File: src/rtl/tfc_pkg.sv
`timescale 1ns / 1ps

package tfc_pkg;

  // sample format: signed fixed point, 1 g at 2**FRAC_BITS
  localparam int AXIS_BITS   = 16;
  localparam int FRAC_BITS   = 12;
  localparam int MARGIN_BITS = 13;
  localparam int FACE_BITS   = 3;

  // configuration port
  localparam int CFG_INDEX_BITS = 1;
  localparam int CFG_DATA_BITS  = 13;

  // compare width: room for |+-1 g - axis| and for 1 g - margin going negative
  localparam int WIDE_A = (AXIS_BITS > FRAC_BITS + 1) ? AXIS_BITS : FRAC_BITS + 1;
  localparam int WIDE_B = (WIDE_A > MARGIN_BITS + 1) ? WIDE_A : MARGIN_BITS + 1;
  localparam int CMP_W  = WIDE_B + 3;

  typedef logic signed [CMP_W-1:0] cmp_t;

  localparam cmp_t ONE_G = cmp_t'(2 ** FRAC_BITS);

  // about 0.4 g
  localparam logic [MARGIN_BITS-1:0] MARGIN_RESET = MARGIN_BITS'((4 * (2 ** FRAC_BITS)) / 10);

  localparam logic [FACE_BITS-1:0] FACE_UNKNOWN = FACE_BITS'(0);
  localparam logic [FACE_BITS-1:0] FACE_MAX     = FACE_BITS'(6);
  localparam int                   NUM_FACES    = 6;

  typedef enum logic [CFG_INDEX_BITS-1:0] {
    REG_TILT_MARGIN = 1'b0,
    REG_START_FACE  = 1'b1
  } reg_index_t;

  // one component of a face unit vector
  typedef enum logic [1:0] {
    COMP_ZERO,
    COMP_POS,
    COMP_NEG
  } comp_t;

  typedef struct packed {
    comp_t x;
    comp_t y;
    comp_t z;
  } face_vec_t;

  // unit vector of each face, unknown face sits at the origin
  function automatic face_vec_t face_vec(input logic [FACE_BITS-1:0] face);
    face_vec_t v;
    v = '{x: COMP_ZERO, y: COMP_ZERO, z: COMP_ZERO};
    case (face)
      3'd1:    v.z = COMP_POS;
      3'd2:    v.x = COMP_POS;
      3'd3:    v.y = COMP_POS;
      3'd4:    v.y = COMP_NEG;
      3'd5:    v.x = COMP_NEG;
      3'd6:    v.z = COMP_NEG;
      default: v = '{x: COMP_ZERO, y: COMP_ZERO, z: COMP_ZERO};
    endcase
    return v;
  endfunction

  function automatic cmp_t abs_cmp(input cmp_t v);
    return (v < 0) ? -v : v;
  endfunction

endpackage

File: src/rtl/tfc_accel_if.sv
`timescale 1ns / 1ps

interface tfc_accel_if;
  import tfc_pkg::*;

  logic                        valid;
  logic                        ready;
  logic signed [AXIS_BITS-1:0] accel_x;
  logic signed [AXIS_BITS-1:0] accel_y;
  logic signed [AXIS_BITS-1:0] accel_z;

  modport source (output valid, output accel_x, output accel_y, output accel_z, input ready);
  modport sink   (input valid, input accel_x, input accel_y, input accel_z, output ready);
endinterface

File: src/rtl/tfc_face_if.sv
`timescale 1ns / 1ps

interface tfc_face_if;
  import tfc_pkg::*;

  logic                 valid;
  logic                 ready;
  logic [FACE_BITS-1:0] face_now;
  logic                 band_left;

  modport source (output valid, output face_now, output band_left, input ready);
  modport sink   (input valid, input face_now, input band_left, output ready);
endinterface

File: src/rtl/tilt_face_classifier.sv
`timescale 1ns / 1ps

// Cube face tracker for a three-axis accelerometer.
// accel: one sample per transfer, signed fixed point, 1 g = 2**FRAC_BITS.
// face: one result per sample, the held face (0 unknown, 1 to 6) and a flag
//   set when the sample left the band of the held face and the six faces
//   were tested again.
// cfg: write port; register 0 is the hysteresis margin, register 1 loads
//   the held face (a value of 7 loads the unknown face). Write only while
//   no sample is in flight.
// The sample sits in the input register while the band and face compares
//   feed the result register, which also updates the held face.
// Throughput is one sample per cycle while the receiver takes each result;
//   the held face feedback closes within the single compare stage, so
//   consecutive samples never wait on it.
// When the receiver stalls, the result register holds and the input
//   register still takes one more sample, after which accel.ready drops.
// Reset (rst, synchronous) empties both registers, sets the margin to
//   about 0.4 g and the held face to unknown.
module tilt_face_classifier (
  input  logic                                clk,
  input  logic                                rst,
  tfc_accel_if.sink                           accel,
  tfc_face_if.source                          face,
  input  logic                                cfg_wen,
  input  logic [tfc_pkg::CFG_INDEX_BITS-1:0]  cfg_index,
  input  logic [tfc_pkg::CFG_DATA_BITS-1:0]   cfg_data
);
  import tfc_pkg::*;

  logic                        s1_valid;
  logic signed [AXIS_BITS-1:0] s1_x;
  logic signed [AXIS_BITS-1:0] s1_y;
  logic signed [AXIS_BITS-1:0] s1_z;

  logic [MARGIN_BITS-1:0] margin;
  logic [FACE_BITS-1:0]   held_face;

  logic                 out_free;
  logic                 load_s1;
  logic                 load_out;
  logic                 fire;
  logic [FACE_BITS-1:0] face_sel;

  // handshake: output register frees up, input register follows
  assign out_free    = !face.valid || face.ready;
  assign accel.ready = !s1_valid || out_free;
  assign load_s1     = accel.valid && accel.ready;
  assign load_out    = s1_valid && out_free;

  // band test and face search
  always_comb begin
    cmp_t      a [3];
    logic      oob_zero [3];
    logic      oob_pos [3];
    logic      oob_neg [3];
    logic      near_zero [3];
    logic      near_pos [3];
    logic      near_neg [3];
    comp_t     comp [3];
    logic      oob;
    logic      ok;
    cmp_t      m;
    cmp_t      lim;
    face_vec_t hv;
    face_vec_t kv;

    a[0] = cmp_t'(s1_x);
    a[1] = cmp_t'(s1_y);
    a[2] = cmp_t'(s1_z);
    m    = cmp_t'(margin);
    lim  = ONE_G - m;

    for (int i = 0; i < 3; i++) begin
      oob_zero[i]  = (a[i] < -m) || (a[i] > m);
      oob_pos[i]   = a[i] < lim;
      oob_neg[i]   = a[i] > -lim;
      near_zero[i] = abs_cmp(a[i]) < lim;
      near_pos[i]  = abs_cmp(ONE_G - a[i]) < lim;
      near_neg[i]  = abs_cmp(-ONE_G - a[i]) < lim;
    end

    // band around the held face
    hv = face_vec(held_face);
    comp[0] = hv.x;
    comp[1] = hv.y;
    comp[2] = hv.z;
    fire = 1'b0;
    for (int i = 0; i < 3; i++) begin
      case (comp[i])
        COMP_POS: oob = oob_pos[i];
        COMP_NEG: oob = oob_neg[i];
        default:  oob = oob_zero[i];
      endcase
      fire = fire || oob;
    end

    // last matching face wins, none keeps the held face
    face_sel = held_face;
    if (fire) begin
      for (int k = 1; k <= NUM_FACES; k++) begin
        kv = face_vec(FACE_BITS'(k));
        comp[0] = kv.x;
        comp[1] = kv.y;
        comp[2] = kv.z;
        ok = 1'b1;
        for (int i = 0; i < 3; i++) begin
          case (comp[i])
            COMP_POS: ok = ok && near_pos[i];
            COMP_NEG: ok = ok && near_neg[i];
            default:  ok = ok && near_zero[i];
          endcase
        end
        if (ok) begin
          face_sel = FACE_BITS'(k);
        end
      end
    end
  end

  // control, held face and configuration
  always_ff @(posedge clk) begin
    if (rst) begin
      s1_valid   <= 1'b0;
      face.valid <= 1'b0;
      margin     <= MARGIN_RESET;
      held_face  <= FACE_UNKNOWN;
    end else begin
      if (accel.ready) begin
        s1_valid <= accel.valid;
      end
      if (out_free) begin
        face.valid <= s1_valid;
      end
      if (cfg_wen) begin
        case (reg_index_t'(cfg_index))
          REG_TILT_MARGIN: margin <= cfg_data[MARGIN_BITS-1:0];
          REG_START_FACE: begin
            held_face <= (cfg_data[FACE_BITS-1:0] > FACE_MAX) ? FACE_UNKNOWN
                                                              : cfg_data[FACE_BITS-1:0];
          end
          default: ;
        endcase
      end else if (load_out) begin
        held_face <= face_sel;
      end
    end
  end

  // input register
  always_ff @(posedge clk) begin
    if (load_s1) begin
      s1_x <= accel.accel_x;
      s1_y <= accel.accel_y;
      s1_z <= accel.accel_z;
    end
  end

  // result register
  always_ff @(posedge clk) begin
    if (load_out) begin
      face.face_now  <= face_sel;
      face.band_left <= fire;
    end
  end

  // both stages empty right after reset
  assert property (@(posedge clk) $past(rst) |-> !s1_valid && !face.valid)
    else $error("pipeline not empty after reset");

  // input side only blocks when both registers are full and the result is stalled
  assert property (@(posedge clk) disable iff (rst)
    !accel.ready |-> s1_valid && face.valid && !face.ready)
    else $error("input stalled without a full pipeline");

  // the delivered face is the held face
  assert property (@(posedge clk) disable iff (rst)
    load_out && !cfg_wen |=> face.face_now == held_face)
    else $error("result face differs from held face");

  // no band exit, no face change
  assert property (@(posedge clk) disable iff (rst)
    load_out && !fire && !cfg_wen |=> $stable(held_face))
    else $error("held face changed without band exit");

endmodule
File: src/flat_wrapper.sv
// flat-port wrapper written by rule: the top's interface ports become plain ports
module tilt_face_classifier_flat import tfc_pkg::*;
  (clk, rst, cfg_wen, cfg_index, cfg_data, accel_valid, accel_accel_x, accel_accel_y, accel_accel_z, accel_ready, face_valid, face_face_now, face_band_left, face_ready);
  tfc_accel_if accel_i ();
  tfc_face_if face_i ();
  input  logic clk;
  input  logic rst;
  input  logic cfg_wen;
  input  logic [tfc_pkg::CFG_INDEX_BITS-1:0] cfg_index;
  input  logic [tfc_pkg::CFG_DATA_BITS-1:0] cfg_data;
  input wire logic [$bits(accel_i.valid)-1:0] accel_valid;
  input wire logic [$bits(accel_i.accel_x)-1:0] accel_accel_x;
  input wire logic [$bits(accel_i.accel_y)-1:0] accel_accel_y;
  input wire logic [$bits(accel_i.accel_z)-1:0] accel_accel_z;
  output wire logic [$bits(accel_i.ready)-1:0] accel_ready;
  output wire logic [$bits(face_i.valid)-1:0] face_valid;
  output wire logic [$bits(face_i.face_now)-1:0] face_face_now;
  output wire logic [$bits(face_i.band_left)-1:0] face_band_left;
  input wire logic [$bits(face_i.ready)-1:0] face_ready;
  assign accel_i.valid = accel_valid;
  assign accel_i.accel_x = accel_accel_x;
  assign accel_i.accel_y = accel_accel_y;
  assign accel_i.accel_z = accel_accel_z;
  assign accel_ready = accel_i.ready;
  assign face_valid = face_i.valid;
  assign face_face_now = face_i.face_now;
  assign face_band_left = face_i.band_left;
  assign face_i.ready = face_ready;
  tilt_face_classifier u_core (.clk(clk), .rst(rst), .accel(accel_i), .face(face_i), .cfg_wen(cfg_wen), .cfg_index(cfg_index), .cfg_data(cfg_data));
endmodule
File: config.mk
export PLATFORM = sky130hd
export DESIGN_NAME = tilt_face_classifier_flat
export DESIGN_NICKNAME = d
export VERILOG_FILES = /design/src/rtl/tfc_pkg.sv /design/src/rtl/tfc_accel_if.sv /design/src/rtl/tfc_face_if.sv /design/src/rtl/tilt_face_classifier.sv /design/src/flat_wrapper.sv
export SDC_FILE = /design/constraint.sdc
export NUM_CORES = 1
export LEC_CHECK = 0
export BUFFER_PORTS_ARGS = -buffer_cell sky130_fd_sc_hd__buf_2
export CAP_MARGIN = 15
export CORE_MARGIN = 4
export CORE_UTILIZATION = 60
export CTS_CLUSTER_DIAMETER = 150
export DETAILED_ROUTE_END_ITERATION = 12
export PLACE_DENSITY = 0.8
export SLEW_MARGIN = 20
export SYNTH_ARGS = -nofsm -noshare
export SYNTH_HDL_FRONTEND = slang
export SYNTH_SLANG_ARGS = --single-unit
File: constraint.sdc
create_clock -name clk -period 8.4 [get_ports clk]
set_input_delay 1.68 -clock clk [delete_from_list [all_inputs] [get_ports clk]]
set_output_delay 1.68 -clock clk [all_outputs]
set_load 0.005 [all_outputs]
== Word level (Yosys, flattened, before mapping) ==
Cells that the tools add are included.
Word-level totals
  bits in registers: 70
  word-level logic and storage cells: 175
Operators by class
  add/subtract/negate cells: 18
  magnitude comparators: 31
  equality and inequality tests: 21
  multiplexer cells: 57
  bitwise gates (word level): 1
  reduce and logical (&&, ||, !) cells: 38
Operators by type and width (count)
  $lt A19 B14 Y1: 9
  $mux W19: 9
  $neg A17 Y19: 6
  $lt A17 B1 Y1 const B: 6
  $gt A16 B19 Y1: 3
  $lt A16 B19 Y1: 3
  $neg A16 Y19: 3
  $sub A13 B16 Y17 const A: 3
  $sub A14 B16 Y17 const A: 3
  $gt A16 B14 Y1: 3
  $lt A16 B1 Y1 const B: 3
  $lt A16 B14 Y1: 3
  $pmux W1 S2: 17
  $mux W3: 11
  $logic_and A1 B1 Y1: 26
  $neg A13 Y19: 1
  $neg A14 Y19: 1
  $eq A2 B1 Y1 const B: 7
  $eq A2 B2 Y1 const B: 7
  $mux W1: 14
  $sub A13 B13 Y14 const A: 1
  $pmux W2 S2: 3
  $eq A3 B3 Y1 const B: 3
  $logic_or A1 B1 Y1: 7
  10 further kinds: 14

== Logic depth before layout (Yosys ltp) ==
  depth after elaboration: 25
  mapped depth: 22

== Least setup slack after synthesis ==
Ideal clock, no wire load.
  path kind: register to register
  from: register u_core.margin[2]
  to: register u_core.face.face_now[2] (data pin)
  setup time: 262 ps
  arrival: 7066 ps
  required time: 8138 ps
  path slack: 1072 ps
  stages on the path, launching flop included: 18
  path buffers: 0
  clock period less this slack: 7328 ps
  cells stage by stage: dfxtp_1 -> or3_1 -> nor4_1 -> and2_1 -> and3_1 -> nand2_1 -> o21ai_1 -> o21ai_0 -> ha_1 -> nand4_1 -> or3_1 -> nor3_1 -> nand4_1 -> and3_1 -> nor4b_1 -> nand3_1 -> o21a_1 -> or2_2
RTL lines
  start, declared: line tilt_face_classifier.sv:36  | logic [MARGIN_BITS-1:0] margin;
  start signal, assigned: line tilt_face_classifier.sv:137  | REG_TILT_MARGIN: margin <= cfg_data[MARGIN_BITS-1:0];
  $sub A13 B13 Y14 / $neg A13 Y19 (equally long branches): line tilt_face_classifier.sv:72, tilt_face_classifier.sv:75
  $neg A14 Y19 / $lt A16 B19 Y1 (equally long branches): line tilt_face_classifier.sv:77, tilt_face_classifier.sv:75
  $gt A16 B19 Y1 / $logic_or A1 B1 Y1 (equally long branches): line tilt_face_classifier.sv:77, tilt_face_classifier.sv:75
  $pmux W1 S2: line tilt_face_classifier.sv:90  | case (comp[i])
  $logic_or A1 B1 Y1: line tilt_face_classifier.sv:95  | fire = fire || oob;
  $logic_or A1 B1 Y1 (*): line tilt_face_classifier.sv:95
  named net u_core.fire: line tilt_face_classifier.sv:42  | logic fire;
  $mux W3 (*): line tilt_face_classifier.sv:100  | if (fire) begin
  named net u_core.face_sel[2]: line tilt_face_classifier.sv:43  | logic [FACE_BITS-1:0] face_sel;
  end signal, assigned: line tilt_face_classifier.sv:162  | face.face_now <= face_sel;
  end, declared: line tfc_face_if.sv:11  | modport source (output valid, output face_now, output band_left, input ready);
The timed path passes the listed nets; every way through them passes the cells marked *. The select of a mux whose other input is x is not followed.
A chain may end at the register's enable or synchronous reset.

== Final worst setup path ==
  from: register u_core.s1_x[1]
  to: register u_core.face.face_now[2] (data pin)
On the way
  word-level cells in the longest chain between the ends: 19
RTL lines
  start, declared: line tilt_face_classifier.sv:32  | logic signed [AXIS_BITS-1:0] s1_x;
  start signal, assigned: line tilt_face_classifier.sv:153  | s1_x <= accel.accel_x;
  $sub A13 B16 Y17 / $sub A14 B16 Y17 (equally long branches): line tilt_face_classifier.sv:80, tilt_face_classifier.sv:79
  $neg A17 Y19 / $lt A17 B1 Y1 (equally long branches): line tfc_pkg.sv:66  | return (v < 0) ? -v : v;
  $mux W19: line tfc_pkg.sv:66
  $lt A19 B14 Y1 (on tied branches): line tilt_face_classifier.sv:80, tilt_face_classifier.sv:79
  $pmux W1 S2: line tilt_face_classifier.sv:108  | case (comp[i])
  $mux W1: line tilt_face_classifier.sv:100
  $logic_and A1 B1 Y1 (on tied branches): line tilt_face_classifier.sv:111, tilt_face_classifier.sv:109, tilt_face_classifier.sv:110
  $pmux W1 S2: line tilt_face_classifier.sv:108
  $mux W1: line tilt_face_classifier.sv:100
  $logic_and A1 B1 Y1 (on tied branches): line tilt_face_classifier.sv:111, tilt_face_classifier.sv:109, tilt_face_classifier.sv:110
  $pmux W1 S2: line tilt_face_classifier.sv:108
  $mux W1: line tilt_face_classifier.sv:100
  $mux W3 (6 in series): line tilt_face_classifier.sv:114  | if (ok) begin
  $mux W3 (*): line tilt_face_classifier.sv:100
  named net u_core.face_sel[2]: line tilt_face_classifier.sv:43
Marked as above.

==> qor.yml <==
logic_synthesis:
  synth_cells: 1657
  synth_mux_area_frac: 0.00148
  syn-cell-area_mm2: 0.0135
  synth_top_family_by_area: "adder cells"
  yosys.area_share.simple: 0.226
  synth.distinct_cells: 84
  avgSynthCellArea_um2: 8.15
  ys.warnings.count: 0
  synth-seq-area-share: 0.142
  synthAdderAreaFrac: 0.307
  ys_seq_elements: 70
  synthArstFlopShare: 0
  synth_edf_count: 52
  synth_xor_area_frac: 0.115
  synth_ff_type: "edfxtp_1"
  synth_compound_area_frac: 0.183
drt:
  wl_per_cell_um: 20.8
  routed_wl_um: 42100
  num_vias: 13300
  viasPerCell: 6.56
  drt_iter0_drc: 1469
  drtAntennaViolNets: 0
  drc: 0
  firstDrtPassIters: 6
power_and_ir_drop:
  powerDensity_mw_per_mm2: 110
  p_leak_nw: 6.46
  power.share.clock: 0.261
  vdd_drop_max_v: 0.000104
  power_switching_uw: 670
  p_seq_frac: 0.280
  switching_share: 0.419
  internal-power_uw: 931
  p_comb_frac: 0.459
global_route:
  grtUsageTotal: 0.335
  grt_pass1_wl_um: 66300
  grt.overflow.total: 0
  grt_pass1_vias: 12600
  antenna_found_initial: 0
  grt_max_degree: 46
min_path:
  hold_depth: 2
  hold-path-endpoint: "u_core.margin[8]"
  hold_path.class: "register to register"
  min_from: "u_core.margin[8]"
finish:
  fill_cells: 1864
  fin_nets: 2137
  area_delta_synth_final_pct: 7.82
  drive_above_1_share: 0.0734
  antenna_cells: 0
setup_path:
  cp_cell_sequence: "inv_1 > ha_1 > nor3b_1 > nand2_1 > or3_1 > or3b_1 > and2_1 > a31oi_1 > nor2_1 > xor2_1 > ha_1 > nand3_1 > a2111oi_0 > o21ai_0 > a31oi_1 > o32a_1 > o32ai_1 > o21a_1 > or2_2"
  r2r_start: "u_core.s1_x[1]"
  slowest_stage: "a31oi_1"
  r2r-end: "u_core.face.face_now[2]"
  critPathBufInv: 1
  crit_fanout: 9
  worstPathRequired_ns: 8.50
  startpoint_type: "register"
  ff2ff_setup_slack_ns: 2.10
  crit_type: "register to register"
  critPathMaxStageDelay_ns: 0.73
  cp-end-kind: "register"
  ff2ff_path_depth: 19
  cpLargestDelayFamily: "compound AO/OA/AOI/OAI gates"
  cp_data_arrival_time_ns: 6.40
floorplanning:
  die_area_mm2: 0.0250
  pin_count: 73
  die_y_um: 158
  core_area_mm2: 0.0220
  initial_core_util: 0.615
  fp-row-count: 54
  fp.dieW_um: 158
cts:
  clkTransAtPathRegs_ns: 0.07
  clk_latency_ns: 0.35
  cts_tree: "done"
  hold_buffers: 0
  cts_root_buf: "clkbuf_16"
  clock-sinks: 70
  ctsResizeCount: 0
  cts_max_level: 3
  cts_buffers: 9
  clockBufferDepth: 2
  post_cts_buffers: 0
sta:
  setup_viol: 0
  period_needed_ns: 6.30
  rsz0062_at_grt: "false"
  timing.hold.ws_ns: 0.462
  relSlewSlack: 0.375
  slew_viol_final: 0
  finalCritPeriodShare: 0.750
  hold_viol_final: 0
  final.setup.tns_ns: 0
  skew_ns: 0.0111
  tightest_slew_ns: 0.915
  fmax_mhz: 159
place:
  gp_congestion: 1.00
  port-buffer-count: 72
  dpl.hpwl_um: 32800
run:
  max_cap_viol_count: 0
run_status:
  outcome: "completed"
flip-flops by register name, indices dropped and copies added (netlist names):
signal,cells
u_core.margin,13
u_core.s1_z,16
u_core.face.band_left,1
u_core.s1_valid,1
u_core.face.valid,1
u_core.held_face,3
u_core.s1_x,16
u_core.s1_y,16
u_core.face.face_now,3
metal layers:
metal | GRT usage | vias up | share of wire
li1 | - | 6289 | -
met1 | 0.461 | 6152 | 0.42
met2 | 0.530 | 703 | 0.43
met3 | 0.0607 | 134 | 0.10
met4 | 0.112 | 0 | 0.037
met5 | 0 | - | 0
cell usage after synthesis, drive strengths merged (4+ instances only):
| library cell | number | area, µm² |
|---|---|---|
| nand4b | 4 | 50.1 |
| nand3 | 40 | 200 |
| buf | 8 | 48.8 |
| o21ai | 85 | 429 |
| o211ai | 14 | 105 |
| a31oi | 12 | 75.1 |
| clkbuf | 30 | 116 |
| o31ai | 8 | 60.1 |
| o41ai | 5 | 43.8 |
| a21oi | 115 | 579 |
| or3 | 18 | 113 |
| xor2 | 48 | 428 |
| nor2b | 32 | 200 |
| or2 | 7 | 43.8 |
| nand2 | 163 | 612 |
| a211o | 6 | 52.6 |
| nand2b | 26 | 163 |
| ha | 331 | 4140 |
| or3b | 4 | 35.0 |
| a21boi | 7 | 52.6 |
| and4 | 4 | 35.0 |
| nor4 | 11 | 68.8 |
| nand4 | 45 | 282 |
| xnor2 | 128 | 1120 |
| edfxtp | 52 | 1560 |
| nor2 | 146 | 551 |
| nor4b | 5 | 43.8 |
| inv | 50 | 188 |
| o22ai | 8 | 50.1 |
| nor3b | 7 | 73.8 |
| and2 | 10 | 62.6 |
| nor3 | 43 | 236 |
| o21a | 23 | 173 |
| a211oi | 29 | 223 |
| a21o | 33 | 248 |
| nand3b | 17 | 128 |
| a2111oi | 8 | 76.3 |
| and3 | 15 | 93.8 |
| dfxtp | 18 | 360 |
layout by cell type, fill, tap and decap left out, drive strengths merged, types with 4 or more instances in the layout:
cell type  count
nor2         146
or3b           4
nand2        163
ha           331
buf           83
nor4b          5
o41ai          5
and3          15
xnor2        128
and4           4
a21o          33
nor4          11
conb          27
a21boi         7
nand4b         4
dfxtp         18
edfxtp        52
a2111oi        8
clkbuf        10
nor3b          7
inv           51
or2            7
a211oi        29
o31ai          8
nand2b        26
a21oi        115
nand4         45
o22ai          8
nand3         40
o21a          23
nor3          43
o21ai         85
and2          10
nor2b         32
a211o          6
or3           18
nand3b        17
xor2          48
o211ai        14
a31oi         12
metrics by stage:
step                      instances  setup WS (ns)  utilization  total power, mW  area [µm²]
final                          2024           2.10        0.663             1.60       14600
after detailed placement       2008           2.38        0.650             1.16       14300
after CTS                      2024           2.31        0.663             1.58       14600
after floorplan                1683           1.07            -            0.958       13600
after global routing           2024           1.76        0.663             1.71       14600
after global placement         2008           2.44        0.649             1.14       14300
worst max path at each step:
stage / from / endpoint / slack [ns] / cells after the start
global placement: u_core.s1_x[1] / u_core.face.face_now[2] / 2.44 / 19
CTS: u_core.s1_x[1] / u_core.face.face_now[1] / 2.31 / 20
detailed placement: u_core.s1_x[1] / u_core.face.face_now[2] / 2.38 / 19
floorplan: u_core.margin[2] / u_core.face.face_now[2] / 1.07 / 17
global route: u_core.margin[1] / u_core.face.face_now[2] / 1.76 / 20
finish: u_core.s1_x[1] / u_core.face.face_now[2] / 2.10 / 19
power groups by stage:
stage          Combinational, mW  Sequential, mW  Clock, mW
3_5_place_dp               0.713           0.452          0
5_1_grt                    0.828           0.449      0.432
3_3_place_gp               0.684           0.452          0
6_report                   0.736           0.448      0.418
4_1_cts                    0.719           0.445      0.418
2_1_floorplan              0.531           0.426          0
cells by family after synthesis:
logic type / Yosys count
xor+xnor: 176
buf+inv: 88
fa+ha+maj: 331
mux: 2
simple gates: 603
flops: 70
other cells: 1
compound gates: 386
area by class of cell:
| class | instances | area [µm²] | area share |
|---|---|---|---|
| repair buffers | 83 | 443 | 0.0304 |
| clock inverters | 6 | 71.3 | 0.00490 |
| well taps | 280 | 350 | 0.0241 |
| multi-input cells | 1525 | 11400 | 0.780 |
| inverters | 50 | 188 | 0.0129 |
| clock buffers | 10 | 229 | 0.0157 |
| flip-flops and latches | 70 | 1920 | 0.132 |
worst min-delay path: stages (launching register included):
cell	delay, ns
dfxtp_1	0.30
nand2_1	0.05
a21oi_1	0.06
(Power assumes the default switching activity.)
